**src/design/lsft_pkg.sv**
```systemverilog
package lsft_pkg;

  localparam int TABLE_DEPTH = 64;
  localparam int NUM_PORTS   = 8;

  localparam int MAC_W  = 48;
  localparam int PORT_W = 3;
  localparam int MASK_W = 8;
  localparam int IDX_W  = $clog2(TABLE_DEPTH);
  localparam int CNT_W  = $clog2(TABLE_DEPTH + 1);

  localparam int QUEUE_DEPTH = 2;
  localparam int QIDX_W      = $clog2(QUEUE_DEPTH);
  localparam int QCNT_W      = $clog2(QUEUE_DEPTH + 1);

  // Ports at or above NUM_PORTS have no bit in the egress mask.
  localparam logic [MASK_W-1:0] PORT_RANGE_MASK =
    (NUM_PORTS >= MASK_W) ? {MASK_W{1'b1}} : MASK_W'((1 << NUM_PORTS) - 1);

  localparam logic KIND_FRAME = 1'b0;
  localparam logic KIND_LOAD  = 1'b1;

  typedef struct packed {
    logic              kind;
    logic [PORT_W-1:0] arrival_port;
    logic [MAC_W-1:0]  src_mac;
    logic [MAC_W-1:0]  dst_mac;
    logic [MAC_W-1:0]  static_mac;
    logic [PORT_W-1:0] static_port;
  } in_item_t;

  typedef struct packed {
    logic [MASK_W-1:0] egress_mask;
    logic              flooded;
    logic              table_full;
  } out_item_t;

  // Command handed from the front end to the table engine.
  typedef struct packed {
    logic              kind;
    logic [MAC_W-1:0]  learn_mac;
    logic [PORT_W-1:0] learn_port;
    logic [MAC_W-1:0]  dst_mac;
    logic [PORT_W-1:0] arrival_port;
  } cmd_t;

  typedef struct packed {
    logic [CNT_W-1:0] entry_count;
    logic             busy;
  } status_t;

endpackage

```
**src/design/lsft_front.sv**
```systemverilog
module lsft_front
  import lsft_pkg::*;
(
  input  logic     clk,
  input  logic     rst_n,
  input  logic     in_valid,
  output logic     in_ready,
  input  in_item_t in_data,
  output logic     push_valid,
  input  logic     push_ready,
  output cmd_t     push_data
);

  logic valid_r;
  cmd_t cmd_r;
  cmd_t cmd_nxt;

  assign in_ready   = !valid_r || push_ready;
  assign push_valid = valid_r;
  assign push_data  = cmd_r;

  // A static load learns its own address and port; a frame learns its source.
  always_comb begin
    cmd_nxt.kind         = in_data.kind;
    cmd_nxt.dst_mac      = in_data.dst_mac;
    cmd_nxt.arrival_port = in_data.arrival_port;
    if (in_data.kind == KIND_LOAD) begin
      cmd_nxt.learn_mac  = in_data.static_mac;
      cmd_nxt.learn_port = in_data.static_port;
    end else begin
      cmd_nxt.learn_mac  = in_data.src_mac;
      cmd_nxt.learn_port = in_data.arrival_port;
    end
  end

  always_ff @(posedge clk) begin
    if (!rst_n) begin
      valid_r <= 1'b0;
    end else if (in_valid && in_ready) begin
      valid_r <= 1'b1;
    end else if (push_ready) begin
      valid_r <= 1'b0;
    end
  end

  always_ff @(posedge clk) begin
    if (in_valid && in_ready) begin
      cmd_r <= cmd_nxt;
    end
  end

endmodule

```
**config.mk**
```make
export PLATFORM = sky130hd
export DESIGN_NAME = lsft_front
export DESIGN_NICKNAME = d
export VERILOG_FILES = /design/src/design/lsft_pkg.sv /design/src/design/lsft_front.sv
export SDC_FILE = /design/constraint.sdc
export NUM_CORES = 1
export LEC_CHECK = 0
export BUFFER_PORTS_ARGS = -buffer_cell sky130_fd_sc_hd__buf_2
export CAP_MARGIN = 20
export CELL_PAD_IN_SITES_DETAIL_PLACEMENT = 1
export CELL_PAD_IN_SITES_GLOBAL_PLACEMENT = 1
export CORE_MARGIN = 2
export CORE_UTILIZATION = 33
export DETAILED_ROUTE_END_ITERATION = 12
export PLACE_DENSITY_LB_ADDON = 0.1
export SLEW_MARGIN = 20
export SYNTH_ARGS = -nofsm -noshare
export SYNTH_HDL_FRONTEND = slang
export SYNTH_SLANG_ARGS = --single-unit
```
**constraint.sdc**
```tcl
create_clock -name clk -period 3.8 [get_ports clk]
set_input_delay 0.19 -clock clk [delete_from_list [all_inputs] [get_ports clk]]
set_output_delay 0.19 -clock clk [all_outputs]
set_load 0.01 [all_outputs]
```
======== Word level (Yosys, flattened, before mapping) ========
Cells that the tools add are included.
storage, ports and cells
  flip-flop bits (word level) ............. 104
  input bits .............................. 155
  output and inout port bits .............. 105
  logic and storage cells ................. 13
operators by class
  muxes and demuxes ....................... 3
  reductions and logical operators ........ 4
operators by type and width
  cell                number
  51-bit two-way mux  1
  1-bit two-way mux   2
  2-bit nonzero test  1
  1-bit logical AND   1
  1-bit zero test     1
  1-bit logical OR    1

======== Depth between registers and ports, before layout ========
  depth in word-level cells ............... 4
  gate-level depth with buffers ........... 3
  depth with buffers taken out ............ 2

======== Worst setup path before layout ========
OpenSTA, ideal clock, no wires.
  path type ............................... reg-to-reg
  from .................................... register valid_r, in the netlist push_valid
  to ...................................... register cmd_r, in the netlist push_data[0] (enable)
  setup time .............................. 0.474 ns
  arrival time ............................ 2.899 ns
  required time ........................... 3.326 ns
  slack ................................... 0.427 ns
  stages on the path, launching flop included .. 3
  buffers on the path ..................... 0
  period minus slack after synthesis ...... 3.373 ns
  cell sequence ........................... dfxtp_1 nand2b_1 and2_1
on the way
  word-level cells in the longest chain between the ends .. 3
ends and longest elaborated chain
  what                    RTL line          RTL
  start, declared         lsft_front.sv:14  logic valid_r;
  start signal, assigned  lsft_front.sv:38  valid_r <= 1'b0;
  start signal, assigned  lsft_front.sv:40  valid_r <= 1'b1;
  start signal, assigned  lsft_front.sv:42  valid_r <= 1'b0;
  1-bit zero test         lsft_front.sv:18  assign in_ready = !valid_r || push_ready;
  1-bit logical OR        lsft_front.sv:18
  net in_ready            lsft_front.sv:7   output logic in_ready,
  1-bit logical AND       lsft_front.sv:47  if (in_valid && in_ready) begin
  end signal, assigned    lsft_front.sv:48  cmd_r <= cmd_nxt;
  end, declared           lsft_front.sv:15  cmd_t cmd_r;
The timed path passes the listed nets, and every way through them passes these cells.
A chain may end at the register's enable or synchronous reset.

======== Final worst setup path ========
  from .................................... register valid_r, in the netlist push_valid
  to ...................................... register cmd_r, in the netlist push_data[19] (enable)
on the way
  word-level cells in the longest chain between the ends .. 3
ends and longest elaborated chain
  what               RTL line
  1-bit zero test    lsft_front.sv:18
  1-bit logical OR   lsft_front.sv:18
  1-bit logical AND  lsft_front.sv:47
No other way between the ends.

==> impl_metrics.ini <==
[die]
die-area_um2 = 13000
die_w_um = 114
die_y_um = 114
io_pins = 260
placementRows = 40
core_region_area_um2 = 11900
start_util = 0.337

[global_route]
grt.overflow.total = 0
antenna_found_initial = 0
grt_max_degree = 79
grt_pass1_wl_um = 14700
grt_pass1_vias = 2623
grt_usage = 0.152

[setup_path]
critical-path-slowest-cell = and2_4
crit_path_max_incr_delay_ns = 0.82
r2r-end = push_data[19]
startpoint_type = flop
path_delay_family = simple AND/OR/NAND/NOR gates
worstPathCellList = nand2b_1 -> and2_4 -> buf_4
r2r_slack_ns = 1.90
crit_required_ns = 3.83
critPathMaxFanout = 78
r2r_start = push_valid
worst_setup_path_end_kind = flop
crit_buf_inv = 1
reg2regPathDepth = 3
arrival_ns = 1.93
crit_type = reg -> reg

[sta]
finClkSkew_ns = 0.00563
max_slew.worst_pin.slew_ns = 1.02
finalCriticalPeriod_ns = 1.90
final.period_utilization = 0.500
drv_slew = 0
timing.hold.ws_ns = 0.0299
hold_violations = 0
setup_viol = 0
rsz0062_at_grt = false
fmax_mhz = 527
finalSetupTns_ns = 0
relSlewSlack = 0.322

[route]
drcViolationCount = 0
routed_wl_um = 10100
final_antenna_net_count = 0
met1_length_um = 3620
wl_per_cell_um = 17.2
firstDrtPassIters = 4
initialDrtViolationCount = 140
wl_met3_um = 999
top_layer_used = met4
num_vias = 2543
vias_per_cell = 4.36
dr_wl_met2_um = 5290

[placement]
portBuffers = 259
gp_congestion = 0.733
post-dp-hpwl_um = 7780

[min_path]
hp-class = in -> reg
hold_depth = 1
worstHoldStart = in_data[97]
min_to = push_data[49]

[pwr]
irDropWorstVdd_uv = 170
intPower_w = 0.00203
p_clk_frac = 0.349
p_leak_nw = 2.60
pwr-share-seq = 0.531
p_sw_frac = 0.214
p_sw_w = 0.000553
power.density_nw_per_um2 = 454
p_comb_frac = 0.121

[synthesis]
ys_types = 10
syn_inst = 165
postSynthAreaPerCell_um2 = 24.3
synth_warnings = 0
ys_top_cells_by_area = edfxtp_1, mux2_4, buf_12
syn_area_um2 = 4010
ys_seq_area_frac = 0.776
synth_nets = 320
ys_ff_latch = 104
synth_top_cell_by_area = edfxtp_1
synth_top_area_frac = 0.771

[finish]
multi_input_area_um2 = 785
diodes = 0
finish.utilization = 0.477
fillers = 1221
synthToLayoutAreaGrowth_pct = 41.8
seq_area_um2 = 3110
drive_above_1_share = 0.748
fin_nets = 586

[clock_network]
numCtsBuffers = 9
clockBufferDepth = 2
cts_sinks = 104
clkSlewWorstSetupHoldPaths_ns = 0.07
hold_buffers = 0
cts_tree = yes
post_cts_resize_count = 0
clk_latency_ns = 0.33
cts_setup_buffers = 0
h-tree-depth = 3
clockRootBuffer = clkbuf_16

[job]
cap_violations = 0

[run_status]
status = finished, final reports clean
==> how the worst max path moves through the flow <==
stage                     startpoint       endpoint  depth (start not counted)
after detailed placement  push_ready   push_data[6]                          4
after global placement    push_ready  push_data[43]                          4
final                     push_valid  push_data[19]                          3
after floorplan           push_valid   push_data[0]                          2
after CTS                 push_valid  push_data[75]                          3
after global routing      push_valid  push_data[47]                          3
==> through the flow <==
| stage | power, W | area [µm²] | setup slack [ns] | std cells |
|---|---|---|---|---|
| 2_1_floorplan | 0.00156 | 4010 | 0.427 | 165 |
| 3_3_place_gp | 0.00170 | 5400 | 1.88 | 567 |
| 3_5_place_dp | 0.00171 | 5400 | 1.85 | 567 |
| 4_1_cts | 0.00261 | 5690 | 1.83 | 583 |
| 5_1_grt | 0.00269 | 5690 | 1.75 | 583 |
| 6_report | 0.00258 | 5690 | 1.90 | 583 |
==> area by class of cell <==
cell class              count  area share
clock buffers              10      0.0403
clock inverters             6      0.0103
inverters                   1    0.000660
multi-input cells          54       0.138
flip-flops and latches    104       0.547
well taps                 147      0.0323
repair buffers            261       0.231
==> registers in the layout (all words and copies together), names as in the netlist <==
register / cells
push_data: 103
push_valid: 1
==> power by group through the flow <==
stage / Clock, W / Combinational, W / Sequential [W]
after floorplan: 0 / 0.000115 / 0.00144
after detailed placement: 0 / 0.000316 / 0.00140
after global routing: 0.000973 / 0.000338 / 0.00138
after global placement: 0 / 0.000311 / 0.00139
after CTS: 0.000921 / 0.000317 / 0.00137
final: 0.000899 / 0.000311 / 0.00137
==> layer usage <==
metal / track usage / vias to the layer above
met2: 0.271 / 157
met1: 0.162 / 1193
met5: 0 / -
met3: 0.0540 / 11
met4: 0.0642 / 0
li1: - / 1182
==> worst register-to-register path: cells and delay by family, from the launching register on <==
family / cells / cell delay [ns]
buffers and inverters: 1 / 0.38
flip-flops: 1 / 0.31
AND/OR/NAND/NOR: 2 / 0.91
==> synth_stat cells <==
cell,n
a21boi_0,1
inv_1,1
buf_12,5
mux2_4,50
nand2b_1,1
dfxtp_1,1
buf_6,1
edfxtp_1,103
mux2_2,1
and2_1,1
==> cell families (layout without fill, tap and decap cells) <==
| kind of cell | count (synthesis) | in the layout | synth area share |
|---|---|---|---|
| AND/OR/NAND/NOR | 2 | 2 | 0.00312 |
| multiplexers | 51 | 51 | 0.190 |
| buffers and inverters | 7 | 278 | 0.0287 |
| AO/OA/AOI/OAI | 1 | 1 | 0.00187 |
| flip-flops | 104 | 104 | 0.776 |
==> layout by cell type, fill, tap and decap left out <==
cell / synthesis / routed
clkbuf_1: 0 / 1
and2_4: 0 / 1
clkinv_1: 0 / 2
nand2b_1: 1 / 1
mux2_4: 50 / 50
buf_4: 0 / 3
clkbuf_16: 0 / 9
edfxtp_1: 103 / 103
inv_1: 1 / 1
a21boi_0: 1 / 1
clkinvlp_4: 0 / 1
buf_2: 0 / 258
inv_6: 0 / 1
bufinv_16: 0 / 1
clkinv_2: 0 / 1
mux2_2: 1 / 1
dfxtp_1: 1 / 1
Note: power is estimated with default switching activity, not from simulation.
