===== config.mk =====
export PLATFORM = sky130hd
export DESIGN_NAME = lsft_fifo
export DESIGN_NICKNAME = d
export VERILOG_FILES = /design/src/design/lsft_pkg.sv /design/src/design/lsft_fifo.sv
export SDC_FILE = /design/constraint.sdc
export NUM_CORES = 1
export LEC_CHECK = 0
export BUFFER_PORTS_ARGS = -buffer_cell sky130_fd_sc_hd__buf_2
export CAP_MARGIN = 20
export CORE_AREA = 4 4 183 132
export CTS_BUF_LIST = sky130_fd_sc_hd__clkbuf_4 sky130_fd_sc_hd__clkbuf_8
export CTS_CLUSTER_DIAMETER = 120
export CTS_CLUSTER_SIZE = 8
export DETAILED_ROUTE_END_ITERATION = 6
export DIE_AREA = 0 0 187 136
export GPL_ROUTABILITY_DRIVEN = 1
export PLACE_DENSITY_LB_ADDON = 0.3
export SYNTH_ARGS = -nofsm -noshare
export SYNTH_HDL_FRONTEND = slang
export SYNTH_SLANG_ARGS = --single-unit
export TNS_END_PERCENT = 1

===== constraint.sdc =====
create_clock -name clk -period 4.1 [get_ports clk]
set_clock_uncertainty 0.1 [all_clocks]
set_input_delay 0.615 -clock clk [delete_from_list [all_inputs] [get_ports clk]]
set_output_delay 0.615 -clock clk [all_outputs]
set_load 0.1 [all_outputs]

===== src/design/lsft_pkg.sv =====
package lsft_pkg;

  localparam int TABLE_DEPTH = 64;
  localparam int NUM_PORTS   = 8;

  localparam int MAC_W  = 48;
  localparam int PORT_W = 3;
  localparam int MASK_W = 8;
  localparam int IDX_W  = $clog2(TABLE_DEPTH);
  localparam int CNT_W  = $clog2(TABLE_DEPTH + 1);

  localparam int QUEUE_DEPTH = 2;
  localparam int QIDX_W      = $clog2(QUEUE_DEPTH);
  localparam int QCNT_W      = $clog2(QUEUE_DEPTH + 1);

  // Ports at or above NUM_PORTS have no bit in the egress mask.
  localparam logic [MASK_W-1:0] PORT_RANGE_MASK =
    (NUM_PORTS >= MASK_W) ? {MASK_W{1'b1}} : MASK_W'((1 << NUM_PORTS) - 1);

  localparam logic KIND_FRAME = 1'b0;
  localparam logic KIND_LOAD  = 1'b1;

  typedef struct packed {
    logic              kind;
    logic [PORT_W-1:0] arrival_port;
    logic [MAC_W-1:0]  src_mac;
    logic [MAC_W-1:0]  dst_mac;
    logic [MAC_W-1:0]  static_mac;
    logic [PORT_W-1:0] static_port;
  } in_item_t;

  typedef struct packed {
    logic [MASK_W-1:0] egress_mask;
    logic              flooded;
    logic              table_full;
  } out_item_t;

  // Command handed from the front end to the table engine.
  typedef struct packed {
    logic              kind;
    logic [MAC_W-1:0]  learn_mac;
    logic [PORT_W-1:0] learn_port;
    logic [MAC_W-1:0]  dst_mac;
    logic [PORT_W-1:0] arrival_port;
  } cmd_t;

  typedef struct packed {
    logic [CNT_W-1:0] entry_count;
    logic             busy;
  } status_t;

endpackage


===== src/design/lsft_fifo.sv =====
module lsft_fifo
  import lsft_pkg::*;
(
  input  logic clk,
  input  logic rst_n,
  input  logic push_valid,
  output logic push_ready,
  input  cmd_t push_data,
  output logic pop_valid,
  input  logic pop_ready,
  output cmd_t pop_data
);

  cmd_t              slot_r [QUEUE_DEPTH];
  logic [QIDX_W-1:0] wr_ptr_r;
  logic [QIDX_W-1:0] rd_ptr_r;
  logic [QCNT_W-1:0] fill_r;
  logic              do_push;
  logic              do_pop;

  assign push_ready = fill_r != QCNT_W'(QUEUE_DEPTH);
  assign pop_valid  = fill_r != '0;
  assign pop_data   = slot_r[rd_ptr_r];
  assign do_push    = push_valid && push_ready;
  assign do_pop     = pop_valid && pop_ready;

  function automatic logic [QIDX_W-1:0] ptr_inc(input logic [QIDX_W-1:0] p);
    if (p == QIDX_W'(QUEUE_DEPTH - 1)) begin
      return '0;
    end
    return p + 1'b1;
  endfunction

  always_ff @(posedge clk) begin
    if (!rst_n) begin
      wr_ptr_r <= '0;
      rd_ptr_r <= '0;
      fill_r   <= '0;
    end else begin
      if (do_push) begin
        wr_ptr_r <= ptr_inc(wr_ptr_r);
      end
      if (do_pop) begin
        rd_ptr_r <= ptr_inc(rd_ptr_r);
      end
      if (do_push && !do_pop) begin
        fill_r <= fill_r + 1'b1;
      end else if (do_pop && !do_push) begin
        fill_r <= fill_r - 1'b1;
      end
    end
  end

  always_ff @(posedge clk) begin
    if (do_push) begin
      slot_r[wr_ptr_r] <= push_data;
    end
  end

endmodule


## Yosys cells after proc, flatten, opt, wreduce, memory -nomap -nowiden

Memories as Yosys holds them, arrays and structs flattened. A register that Yosys moved wholly into a read port is not among the register bits.
Cells that the tools add are included.

- Output and inout bits: 105
- Register bits after elaboration: 4
- Memories: 1
- Memory bits (writable): 206

Memories:

| name | depth | bits a word | rd ports | clocked after memory_dff | write ports | RTL line | text |
|---|---|---|---|---|---|---|---|
| slot_r | 2 | 103 | 1 | 1 | 1 | lsft_fifo.sv:14 | `cmd_t slot_r [QUEUE_DEPTH];` |

- Muxes and demuxes: 16
- Equality and inequality tests: 1
- $add $sub $neg: 4
- Reduce and logical (&&, ||, !) cells: 8

Operator list:

| cell | number |
|---|---|
| $mux 1 | 14 |
| $logic_and 1x1->1 | 4 |
| $mux 2 | 2 |
| $reduce_bool 2->1 | 2 |
| $add 1x1->1 const B | 2 |
| $add 2x1->2 const B | 1 |
| $logic_not 1->1 | 2 |
| $ne 2x2->1 const B | 1 |
| $sub 2x1->2 const B | 1 |

## Logic depth before layout (Yosys ltp)

Gate-level depths: netlist of run 1.

- Word-level depth: 7
- Depth in mapped cells: 6
- Gate-level depth less buffers: 6

## Worst setup path after synthesis of run 1

No wires, ideal clock.

- Path kind: flip-flop to flip-flop
- Start point: register fill_r[0]
- End point: memory slot_r[1][0] in the netlist's numbering (enable)
- Required time: 3526 ps
- Library setup time: 474 ps
- Buffers on the path: 0
- Slack: 289 ps
- Data arrival time: 3236 ps
- Cell stages (with the launch flop): 3
- Cell sequence: dfxtp_1 -> nand2b_4 -> and3_1

- Word-level cells in the longest chain between the ends: 4

Ends and longest elaborated chain:

| element | RTL line | text |
|---|---|---|
| start: declaration | lsft_fifo.sv:17 | `logic [QCNT_W-1:0] fill_r;` |
| start signal: assignment | lsft_fifo.sv:47 | `fill_r <= fill_r + 1'b1;` |
| start signal: assignment | lsft_fifo.sv:49 | `fill_r <= fill_r - 1'b1;` |
| $ne 2x2->1 | lsft_fifo.sv:21 | `assign push_ready = fill_r != QCNT_W'(QUEUE_DEPTH);` |
| named net push_ready | lsft_fifo.sv:7 | `output logic push_ready,` |
| $logic_and 1x1->1 | lsft_fifo.sv:24 | `assign do_push = push_valid && push_ready;` |
| $mux 1 | lsft_fifo.sv:55 | `if (do_push) begin` |
| $mux 1 (not written as such) | lsft_fifo.sv:56 | `slot_r[wr_ptr_r] <= push_data;` |
| end: declaration | lsft_fifo.sv:14 |  |

The timed path passes the listed nets, and every way through them passes these cells.

==> results by group, run 1 <==
Critical path
  • Crit path cell chain: buf_12 -> mux2_2 -> buf_2
  • CP Class: flop to output port
  • Largest stage delay on the critical path: 0.79 ns
  • CP max FO: 53
  • Crit path DAT: 2.44 ns
  • Crit path buffers/inverters: 2
  • Delay-heaviest family, CP: flip-flops
  • Crit path required time: 3.38 ns
  • CP endpoint kind: output port
  • Slowest CP cell: dfxtp_4
  • CP Launch Type: flop

Clock tree
  • CTS tree: yes
  • Hold Buf Count CTS: 0
  • TritonCTS buffer count: 30
  • CTS root buf: clkbuf_8
  • PostCTS Resize Cnt: 0
  • CTS clk-pin slew, worst paths: 0.06 ns
  • CTS Sinks: 211
  • CTS max path bufs: 3
  • H-tree depth reported by CTS: 1
  • Postcts setup bufs: 0
  • Clk Latency, worst-skew pair: 0.55 ns

Finish
  • Area grow syn2layout: 24.7%
  • Fraction of layout cells with a size suffix above 1: 62.0%
  • Nets: 687
  • Ant. Diodes: 0
  • Storage cell area: 6290 µm²
  • Filler instances: 2018
  • Multi-input gate area: 1300 µm²

Routing
  • Final ANT Viol Nets: 0
  • Residual DRC: 0
  • Vias: 3946
  • Drt first pass iters: 4
  • Via/cell ratio: 4.49
  • WL/cell: 17.5 µm
  • Final wirelength: 15400 µm
  • Iter 0 DRT Violations: 142

Synthesis
  • Syn_nets: 452
  • Largest area contributor in the netlist: edfxtp_1
  • Top cells by count, synth: 206 x edfxtp_1, 103 x mux2_2, 7 x buf_6
  • Synth Area in Simple Gates: 0.846%
  • Number of flops mapped to enable cells by yosys: 206
  • Main combinational cell family by area after synthesis: multiplexers
  • Dominant cells by area after synthesis: edfxtp_1 80%, mux2_2 15%, dfxtp_1 1.3%
  • Number of synthesis warnings: 0
  • Share of the synthesized area in the top cell type: 80.4%
  • Most frequent cell after synthesis: edfxtp_1
  • Ys flop type: edfxtp_1
  • Mean Syn Cell Area: 22.4 µm²
  • Post-synth cell types: 21
  • Share of synthesized registers carrying an async set or reset: 0%
  • Compound-Gate Fraction of Synth Area: 0.456%
  • Multiplexer area fraction after synthesis: 15.1%
  • Number of synthesized register bits: 211
  • Synth Instances: 344
  • Post-Syn Area: 7690 µm²
  • Synth Area in Adders: 0.163%
  • XOR/XNOR Fraction of Synth Area: 0.342%
  • Register area share after synthesis: 81.7%

Die
  • Die Wd: 187 µm
  • Starting Density: 34.4%
  • FP Rows: 46
  • Area of the die: 25400 µm²
  • Core area: 22300 µm²
  • Die height: 136 µm
  • # IOs: 212

Global route
  • Vias in the first global route: 4253
  • GRT overflow: 0
  • Initial antenna violation count: 1
  • Largest net degree at the start of global routing: 65
  • First-pass GRT wire length: 23400 µm
  • Overall Global Routing Usage: 11.6%

Min path
  • Worst min path class: input pin to flop

Status
  • Status: completed

Timing
  • Fin. max-slew vios: 0
  • Slew headroom: 44.3%
  • Worst-Margin Slew: 0.836 ns
  • Period utilization: 77.0%
  • Fmax: 317 MHz
  • Final setup fails: 0
  • Fin. Hold Viols: 0
  • Crit path time final: 3.16 ns
  • RSZ-0062 raised after global routing: no
  • Setup_tns: 0 ns

Placed design
  • GPL Wtd Cong: 0.736
  • Post-detail-place hpwl: 10200 µm
  • Port Buf Inserts: 211

Run
  • Max-cap violations: 0
## state kept, by name, indices dropped and copies added, names as in the netlist, named ones only
signal / cells
slot_r: 206
rd_ptr_r: 1
wr_ptr_r: 1
fill_r: 2
## routing by layer
layer	GRT usage, %	part of all wire, %
met1	15.8	44
met5	0	0.085
met2	17.6	44
met4	3.12	2.6
met3	4.39	9.5
## per-stage QoR
stage                     worst slack, ns  cells  instance area, µm²  util, %  hold WS (ns)
final                               0.941    878                9590     43.0         0.155
after detailed placement             1.45    835                9080     40.6         0.441
after floorplan                     0.289    344                7690        -         0.412
after CTS                           0.836    878                9590     43.0         0.107
after global routing                0.769    878                9590     43.0         0.102
after global placement               1.48    835                9080     40.6         0.430
## worst register-to-register path: stages (launching register included)
cell      delay, ns
dfxtp_1        0.43
nand2b_4       0.19
and3_4         0.74
buf_12         0.38
## kinds of logic after synthesis
| family | Yosys count |
|---|---|
| and+or+nand+nor | 9 |
| xor gates and xnor gates | 3 |
| AOI/OAI and AO/OA | 5 |
| buffers and inverters | 12 |
| DFF | 211 |
| muxes | 103 |
| adders and majority gates | 1 |
## layout by cell type (no fill, tap or decap)
| master | instances |
|---|---|
| dfxtp_4 | 1 |
| or3_1 | 1 |
| o21ai_1 | 1 |
| mux2_2 | 103 |
| ha_1 | 1 |
| and3_4 | 1 |
| xor2_1 | 1 |
| buf_12 | 3 |
| a21boi_0 | 1 |
| clkinvlp_4 | 1 |
| dfxtp_1 | 4 |
| edfxtp_1 | 206 |
| a21bo_2 | 1 |
| a21boi_1 | 1 |
| inv_4 | 1 |
| clkbuf_8 | 31 |
| or2_2 | 1 |
| nand3b_1 | 1 |
| clkbuf_4 | 11 |
| o21ai_0 | 1 |
| buf_2 | 211 |
| nand2b_4 | 1 |
| xnor2_1 | 2 |
| and2_1 | 4 |
## final timing paths
path                     start       endpoint  slack [ns]  cells after the start
hold reg to reg      fill_r[1]      fill_r[1]        0.45                      2
setup / recovery          flop   pop_data[41]        0.94                      3
hold / removal    push_data[2]   slot_r[1][2]        0.15                      1
setup reg to reg     fill_r[0]  slot_r[1][26]        1.89                      3
## area by class of cell
cell class,instances,area share (%)
sequential,211,65.6
multi-input combinational,121,13.6
timing repair buffer,214,11.6
clock buffer,42,5.31
tap,288,3.76
clock inverter,1,0.0783
inverter,1,0.0652
Power of run 1 is left out: the tool's default activity adds up to more than one toggle a clock period on the data nets, which glitch-free logic cannot reach.
==> run 2, diff against run 1 <==
--- a/config.mk
+++ b/config.mk
@@ -5,14 +5,15 @@
 export SDC_FILE = /design/constraint.sdc
 export NUM_CORES = 1
 export LEC_CHECK = 0
+export ABC_AREA = 1
 export BUFFER_PORTS_ARGS = -buffer_cell sky130_fd_sc_hd__buf_2
 export CAP_MARGIN = 20
-export CORE_AREA = 4 4 183 132
+export CORE_AREA = 4 4 183 131
 export CTS_BUF_LIST = sky130_fd_sc_hd__clkbuf_4 sky130_fd_sc_hd__clkbuf_8
 export CTS_CLUSTER_DIAMETER = 120
 export CTS_CLUSTER_SIZE = 8
 export DETAILED_ROUTE_END_ITERATION = 6
-export DIE_AREA = 0 0 187 136
+export DIE_AREA = 0 0 187 135
 export GPL_ROUTABILITY_DRIVEN = 1
 export PLACE_DENSITY_LB_ADDON = 0.3
 export SYNTH_ARGS = -nofsm -noshare
==> constraint.sdc (replaced) <==
create_clock -name clk -period 2.8 [get_ports clk]
set_clock_uncertainty 0.1 [all_clocks]
set_input_delay 0.42 -clock clk [delete_from_list [all_inputs] [get_ports clk]]
set_output_delay 0.42 -clock clk [all_outputs]
set_load 0.1 [all_outputs]
==> run 2 against run 1 <==
Non-clock buffer count increased by 105. Routed wire length up 7.7%. Critical path type unchanged. Utilization rose by 4.9 points.
==> results by group, run 2 <==
Synthesis
  • Post-Syn Area: 7690 µm² (about the same)
  • Share of synthesized registers carrying an async set or reset: 0% (unchanged)
  • Dominant cells by area after synthesis: edfxtp_1 80%, mux2_2 15%, dfxtp_1 1.3% (unchanged)
  • Largest area contributor in the netlist: edfxtp_1 (unchanged)
  • Number of synthesis warnings: 0 (unchanged)
  • Top cells by count, synth: 206 x edfxtp_1, 103 x mux2_2, 9 x nand2_1 (was 206 x edfxtp_1, 103 x mux2_2, 7 x buf_6)
  • Share of the synthesized area in the top cell type: 80.5% (was 80.4%)
  • Number of synthesized register bits: 211 (unchanged)
  • Synth Instances: 357 (was 344)
  • Register area share after synthesis: 81.8% (was 81.7%)
  • Most frequent cell after synthesis: edfxtp_1 (unchanged)
  • Ys flop type: edfxtp_1 (unchanged)
  • Number of flops mapped to enable cells by yosys: 206 (unchanged)
  • Post-synth cell types: 15 (was 21)
  • Syn_nets: 465 (was 452)
  • Mean Syn Cell Area: 21.5 µm² (was 22.4 µm²)

Finish
  • Final Non-Filler Cells: 998 (was 878)
  • Number of flip-flops in the largest register: 206 (unchanged)
  • Top reg by flops: slot_r (unchanged)
  • Final Instance Area: 10700 µm² (was 9590 µm²)
  • Fraction of layout cells with a size suffix above 1: 52.0% (was 62.0%)
  • Most frequent cells in the layout: 211 x buf_2, 206 x edfxtp_1, 103 x mux2_2, 103 x dlygate4sd3_1, 31 x clkbuf_8 (was 211 x buf_2, 206 x edfxtp_1, 103 x mux2_2, 31 x clkbuf_8, 11 x clkbuf_4)
  • Commonest non-fill, non-tap cell in the layout: buf_2 (unchanged)
  • Area grow syn2layout: 38.9% (was 24.7%)
  • Largest regs: slot_r x206, fill_r x2 (unchanged)
  • Filler instances: 1882 (was 2018)
  • Nets: 805 (was 687)

Placed design
  • GPL Wtd Cong: 0.715 (was 0.736)
  • Post-detail-place hpwl: 10000 µm (was 10200 µm)
  • Cells after DPL: 850 (was 835)
  • Port Buf Inserts: 211 (unchanged)
  • Placed Area: 9120 µm² (was 9080 µm²)

Status
  • Status: completed (unchanged)

Timing
  • Crit path time final: 2.62 ns
  • Final setup fails: 0 (unchanged)
  • Period utilization: 93.6%
  • Fin. Hold Viols: 0 (unchanged)
  • Worst-Margin Slew: 0.702 ns (was 0.836 ns)
  • Setup_tns: 0 ns (unchanged)
  • RSZ-0062 raised after global routing: no (unchanged)
  • Fmax: 382 MHz
  • Fin. max-slew vios: 0 (unchanged)
  • Slew headroom: 53.2% (was 44.3%)

Routing
  • Final ANT Viol Nets: 0 (unchanged)
  • Residual DRC: 0 (unchanged)
  • Via/cell ratio: 4.44 (was 4.49)
  • Final wirelength: 16600 µm (was 15400 µm)
  • WL/cell: 16.6 µm (was 17.5 µm)
  • Iter 0 DRT Violations: 158 (was 142)
  • Vias: 4435 (was 3946)
  • Drt first pass iters: 4 (unchanged)

Critical path
  • CP max FO: 103 (was 53)
  • Crit path cell chain: buf_12 -> mux2_2 -> buf_2 (unchanged)
  • Slowest CP cell: buf_12 (was dfxtp_4)
  • R2R depth: 5 (was 3)
  • Worst r2r src: fill_r[0] (unchanged)
  • Crit path DAT: 2.10 ns (was 2.44 ns)
  • Worst r2r dst: slot_r[0][53] (was slot_r[1][26])
  • CP Launch Type: flop (unchanged)
  • Largest stage delay on the critical path: 0.44 ns (was 0.79 ns)
  • CP Class: flop to output port (unchanged)
  • Crit path required time: 2.28 ns (was 3.38 ns)
  • CP endpoint kind: output port (unchanged)
  • R2r setup slk: 0.94 ns (was 1.89 ns)

Min path
  • Worst min path class: input pin to flop (unchanged)
  • Hold path start: rst_n (was push_data[2])
  • Hold path depth: 3 (was 1)
  • Hold Crit Endpoint: wr_ptr_r (was slot_r[1][2])

Clock tree
  • CTS Sinks: 211 (unchanged)
  • H-tree depth reported by CTS: 1 (unchanged)
  • CTS clk-pin slew, worst paths: 0.07 ns (was 0.06 ns)
  • Postcts setup bufs: 0 (unchanged)
  • TritonCTS buffer count: 30 (unchanged)
  • CTS root buf: clkbuf_8 (unchanged)
  • CTS tree: yes (unchanged)
  • Hold Buf Count CTS: 103 (was 0)
  • CTS max path bufs: 3 (unchanged)
  • PostCTS Resize Cnt: 0 (unchanged)
  • Clk Latency, worst-skew pair: 0.54 ns (was 0.55 ns)

Global route
  • Vias in the first global route: 5000 (was 4253)
  • Global routing met2 resource utilization: 21.5% (was 17.6%)
  • Largest net degree at the start of global routing: 104 (was 65)
  • M1 GR Usage: 15.9% (was 15.8%)
  • Met3 usage: 4.78% (was 4.39%)
  • First-pass GRT wire length: 26200 µm (was 23400 µm)
  • Global routing's busiest layer: met2 (unchanged)
  • GRT overflow: 0 (unchanged)
  • Overall Global Routing Usage: 12.9% (was 11.6%)
  • Initial antenna violation count: 1 (unchanged)

Run
  • Max-cap violations: 0 (unchanged)

Power
  • Total Power: 11.4 mW
  • Leak: 4.01 nW
  • Worst VDD drop: 0.824 mV
  • Pwr dens: 1060 nW/µm²

Die
  • Starting Density: 34.4% (about the same)
  • FP Rows: 46 (unchanged)
  • Die height: 135 µm (was 136 µm)
  • Area of the die: 25200 µm² (was 25400 µm²)
  • # IOs: 212 (unchanged)
  • Core area: 22300 µm² (unchanged)
  • Die Wd: 187 µm (unchanged)
==> run 2: final cells by class <==
| class | count | area (µm²) | area share, % |
|---|---|---|---|
| Antenna cell | 1 | 2.50 | 0.0234 |
| Clock buffer | 43 | 517 | 4.84 |
| Clock inverter | 1 | 7.51 | 0.0703 |
| Inverter | 8 | 30.0 | 0.281 |
| Multi-Input combinational cell | 127 | 1310 | 12.3 |
| Sequential cell | 211 | 6290 | 58.9 |
| Tap cell | 288 | 360 | 3.37 |
| Timing Repair Buffer | 319 | 2160 | 20.2 |
==> run 2: where the power goes <==
group	total (mW)	internal [mW]	switching, mW
Clock	2.20	1.16	1.04
Combinational	5.06	0.950	4.11
Sequential	4.10	3.99	0.109
==> run 2: kinds of logic after synthesis <==
kind of cell,synth area share (%)
DFF,81.8
and+or+nand+nor,0.977
muxes,15.1
AOI/OAI and AO/OA,0.293
buffers and inverters,1.71
adders and majority gates,0.163
==> run 2: critical path, delay by kind of cell (launching register included) <==
family                 cells  cell delay, ns
buffers and inverters      2            0.73
muxes                      1            0.41
DFF                        1            0.35
==> run 2: per-layer routing <==
metal  vias to the layer above  wire, µm
met5                         -         0
met4                         0       458
met3                        35      1430
met2                       188      7540
met1                      2143      7120
li1                       2069         -
==> run 2: through the flow <==
stage,setup slack (ns),hold slack [ns],util [%]
6_report,0.179,0.0482,47.8
5_1_grt,0.0713,0.0195,47.8
4_1_cts,0.108,0.000237,47.8
3_5_place_dp,0.724,0.391,40.8
3_3_place_gp,0.739,0.383,40.8
2_1_floorplan,0.0304,0.367,-
==> run 2: how the worst max path moves through the flow <==
stage              endpoint  slack (ns)  cells after the start
6_report       pop_data[83]        0.18                      3
5_1_grt        pop_data[81]        0.07                      3
4_1_cts        pop_data[17]        0.11                      3
3_5_place_dp   pop_data[17]        0.72                      3
3_3_place_gp   pop_data[17]        0.74                      3
2_1_floorplan  slot_r[0][0]        0.03                      4
Note: power is estimated with default switching activity, not from simulation.
==> run 3, diff against run 2 <==
--- a/config.mk
+++ b/config.mk
@@ -16,6 +16,7 @@
 export DIE_AREA = 0 0 187 135
 export GPL_ROUTABILITY_DRIVEN = 1
 export PLACE_DENSITY_LB_ADDON = 0.3
+export SETUP_SLACK_MARGIN = 0.2
 export SYNTH_ARGS = -nofsm -noshare
 export SYNTH_HDL_FRONTEND = slang
 export SYNTH_SLANG_ARGS = --single-unit
==> run 3 against run 2 <==
Utilization grew 0.090 points. Worst hold slack improved by 0.013 ns. Sequential share of layout area down 0.099 points. Clock power is essentially flat. Highest routed layer unchanged. Sequential power about the same. Die area stayed put.
==> results by group, run 3 (synthesis results as in run 2) <==
Status
  • Status: completed (unchanged)

Placed design
  • Post-detail-place hpwl: 10300 µm (was 10000 µm)
  • Port Buf Inserts: 211 (unchanged)
  • Placed Area: 9140 µm² (was 9120 µm²)
  • GPL Wtd Cong: 0.706 (was 0.715)

Min path
  • Worst min path class: input pin to flop (unchanged)

Clock tree
  • CTS max path bufs: 3 (unchanged)
  • CTS Sinks: 211 (unchanged)
  • TritonCTS buffer count: 30 (unchanged)
  • CTS tree: yes (unchanged)
  • CTS clk-pin slew, worst paths: 0.06 ns (was 0.07 ns)
  • Postcts setup bufs: 0 (unchanged)
  • H-tree depth reported by CTS: 1 (unchanged)
  • Clk Latency, worst-skew pair: 0.53 ns (was 0.54 ns)
  • CTS root buf: clkbuf_8 (unchanged)

Finish
  • Final Instance Area: 10700 µm² (about the same)
  • Largest regs: slot_r x206, fill_r x2 (unchanged)
  • Number of flip-flops in the largest register: 206 (unchanged)
  • Fraction of layout cells with a size suffix above 1: 52.2% (was 52.0%)
  • Top reg by flops: slot_r (unchanged)
  • Area grow syn2layout: 39.2% (was 38.9%)
  • Nets: 806 (was 805)
  • Most frequent cells in the layout: 211 x buf_2, 206 x edfxtp_1, 103 x mux2_2, 103 x dlygate4sd3_1, 31 x clkbuf_8 (unchanged)
  • Commonest non-fill, non-tap cell in the layout: buf_2 (unchanged)
  • Layout Utilization: 47.9% (was 47.8%)

Timing
  • Fmax: 407 MHz (was 382 MHz)
  • Setup_tns: 0 ns (unchanged)
  • Slew headroom: 56.7% (was 53.2%)
  • Final setup fails: 0 (unchanged)
  • Final hold slack: 0.0610 ns (was 0.0482 ns)
  • Crit path time final: 2.46 ns (was 2.62 ns)
  • Worst-Margin Slew: 0.650 ns (was 0.702 ns)
  • Period utilization: 87.7% (was 93.6%)
  • RSZ-0062 raised after global routing: no (unchanged)
  • Fin. max-slew vios: 0 (unchanged)
  • Fin. Hold Viols: 0 (unchanged)

Run
  • Max-cap violations: 0 (unchanged)

Global route
  • First-pass GRT wire length: 26200 µm (about the same)
  • Vias in the first global route: 4997 (was 5000)
  • Largest net degree at the start of global routing: 58 (was 104)
  • Overall Global Routing Usage: 12.8% (was 12.9%)
  • GRT overflow: 0 (unchanged)
  • Initial antenna violation count: 1 (unchanged)

Die
  • # IOs: 212 (unchanged)
  • FP Rows: 46 (unchanged)
  • Die height: 135 µm (unchanged)
  • Core area: 22300 µm² (unchanged)
  • Starting Density: 34.4% (unchanged)
  • Die Wd: 187 µm (unchanged)
  • Area of the die: 25200 µm² (unchanged)

Power
  • Total Power: 11.4 mW (about the same)
  • Pwr dens: 1060 nW/µm² (about the same)
  • Worst VDD drop: 0.678 mV (was 0.824 mV)
  • Leak: 4.01 nW (about the same)

Critical path
  • CP Class: flop to output port (unchanged)
  • Slowest CP cell: mux2_2 (was buf_12)
  • CP max FO: 46 (was 103)
  • Largest stage delay on the critical path: 0.41 ns (was 0.44 ns)
  • Delay-heaviest family, CP: buffers and inverters (unchanged)
  • Crit path DAT: 1.94 ns (was 2.10 ns)
  • R2r setup slk: 1.07 ns (was 0.94 ns)
  • Crit path required time: 2.28 ns (about the same)
  • Crit path buffers/inverters: 2 (unchanged)
  • CP endpoint kind: output port (unchanged)
  • CP Launch Type: flop (unchanged)
  • Crit path cell chain: buf_8 -> mux2_2 -> buf_2 (was buf_12 -> mux2_2 -> buf_2)

Routing
  • Final wirelength: 16600 µm (about the same)
  • WL/cell: 16.7 µm (was 16.6 µm)
  • Vias: 4416 (was 4435)
  • Iter 0 DRT Violations: 186 (was 158)
  • Drt first pass iters: 4 (unchanged)
  • Final ANT Viol Nets: 0 (unchanged)
  • Via/cell ratio: 4.42 (was 4.44)
  • Residual DRC: 0 (unchanged)
run 3: cell count changes in the layout (fill, tap and decap cells not counted):
| cell | delta |
|---|---|
| clkbuf_4 | -1 |
| dfxtp_1 | -1 |
| dfxtp_2 | +1 |
| inv_2 | -1 |
| nand2_4 | -1 |
| inv_4 | +1 |
| nand2_8 | +1 |
| buf_8 | +1 |
run 3: through the flow:
step	setup WS (ns)	std cells
after floorplan	0.0815	357
after global placement	0.716	851
after detailed placement	0.682	851
after CTS	0.228	997
after global routing	0.236	998
final	0.343	998
run 3: worst register-to-register path: cells and delay by family, from the launching register on:
family,cells,cell delay [ns]
buf+inv,2,0.60
flops,1,0.36
simple gates,3,0.26
run 3: worst paths after layout:
kind,start,to,cells after the start
worst max-delay path,flop,pop_data[85],3
worst max register to register,fill_r[0],slot_r[1][75],5
worst min register to register,rd_ptr_r,rd_ptr_r,2
worst min-delay path,rst_n,fill_r[1],3
run 3: final cells by class:
type	instances	area (µm²)
fillers	1922	11600
clock buffers	42	509
flip-flops and latches	211	6290
repair buffers	320	2180
inverters	8	32.5
multi-input cells	127	1320
well taps	288	360
clock inverters	1	7.51
diodes	1	2.50
run 3: layer usage:
| metal | share of wire [%] | up-vias | track usage, % |
|---|---|---|---|
| met5 | 0 | - | 0 |
| met4 | 2.1 | 0 | 3.41 |
| met3 | 7.1 | 28 | 4.11 |
| met2 | 47 | 173 | 21.5 |
| met1 | 44 | 2142 | 16.3 |
| li1 | - | 2073 | - |
run 3: timing repair:
item,in CTS,in global routing
gates cloned,0,0
endpoints found under the setup margin,46,21
hold endpoints to repair,206,0
hold buffers,103,0
gates resized for setup,1,2
run 3: power breakdown:
group	internal, mW	switching [mW]
clock network	1.14	1.05
registers	4.00	0.118
logic	0.965	4.11
total	6.10	5.28
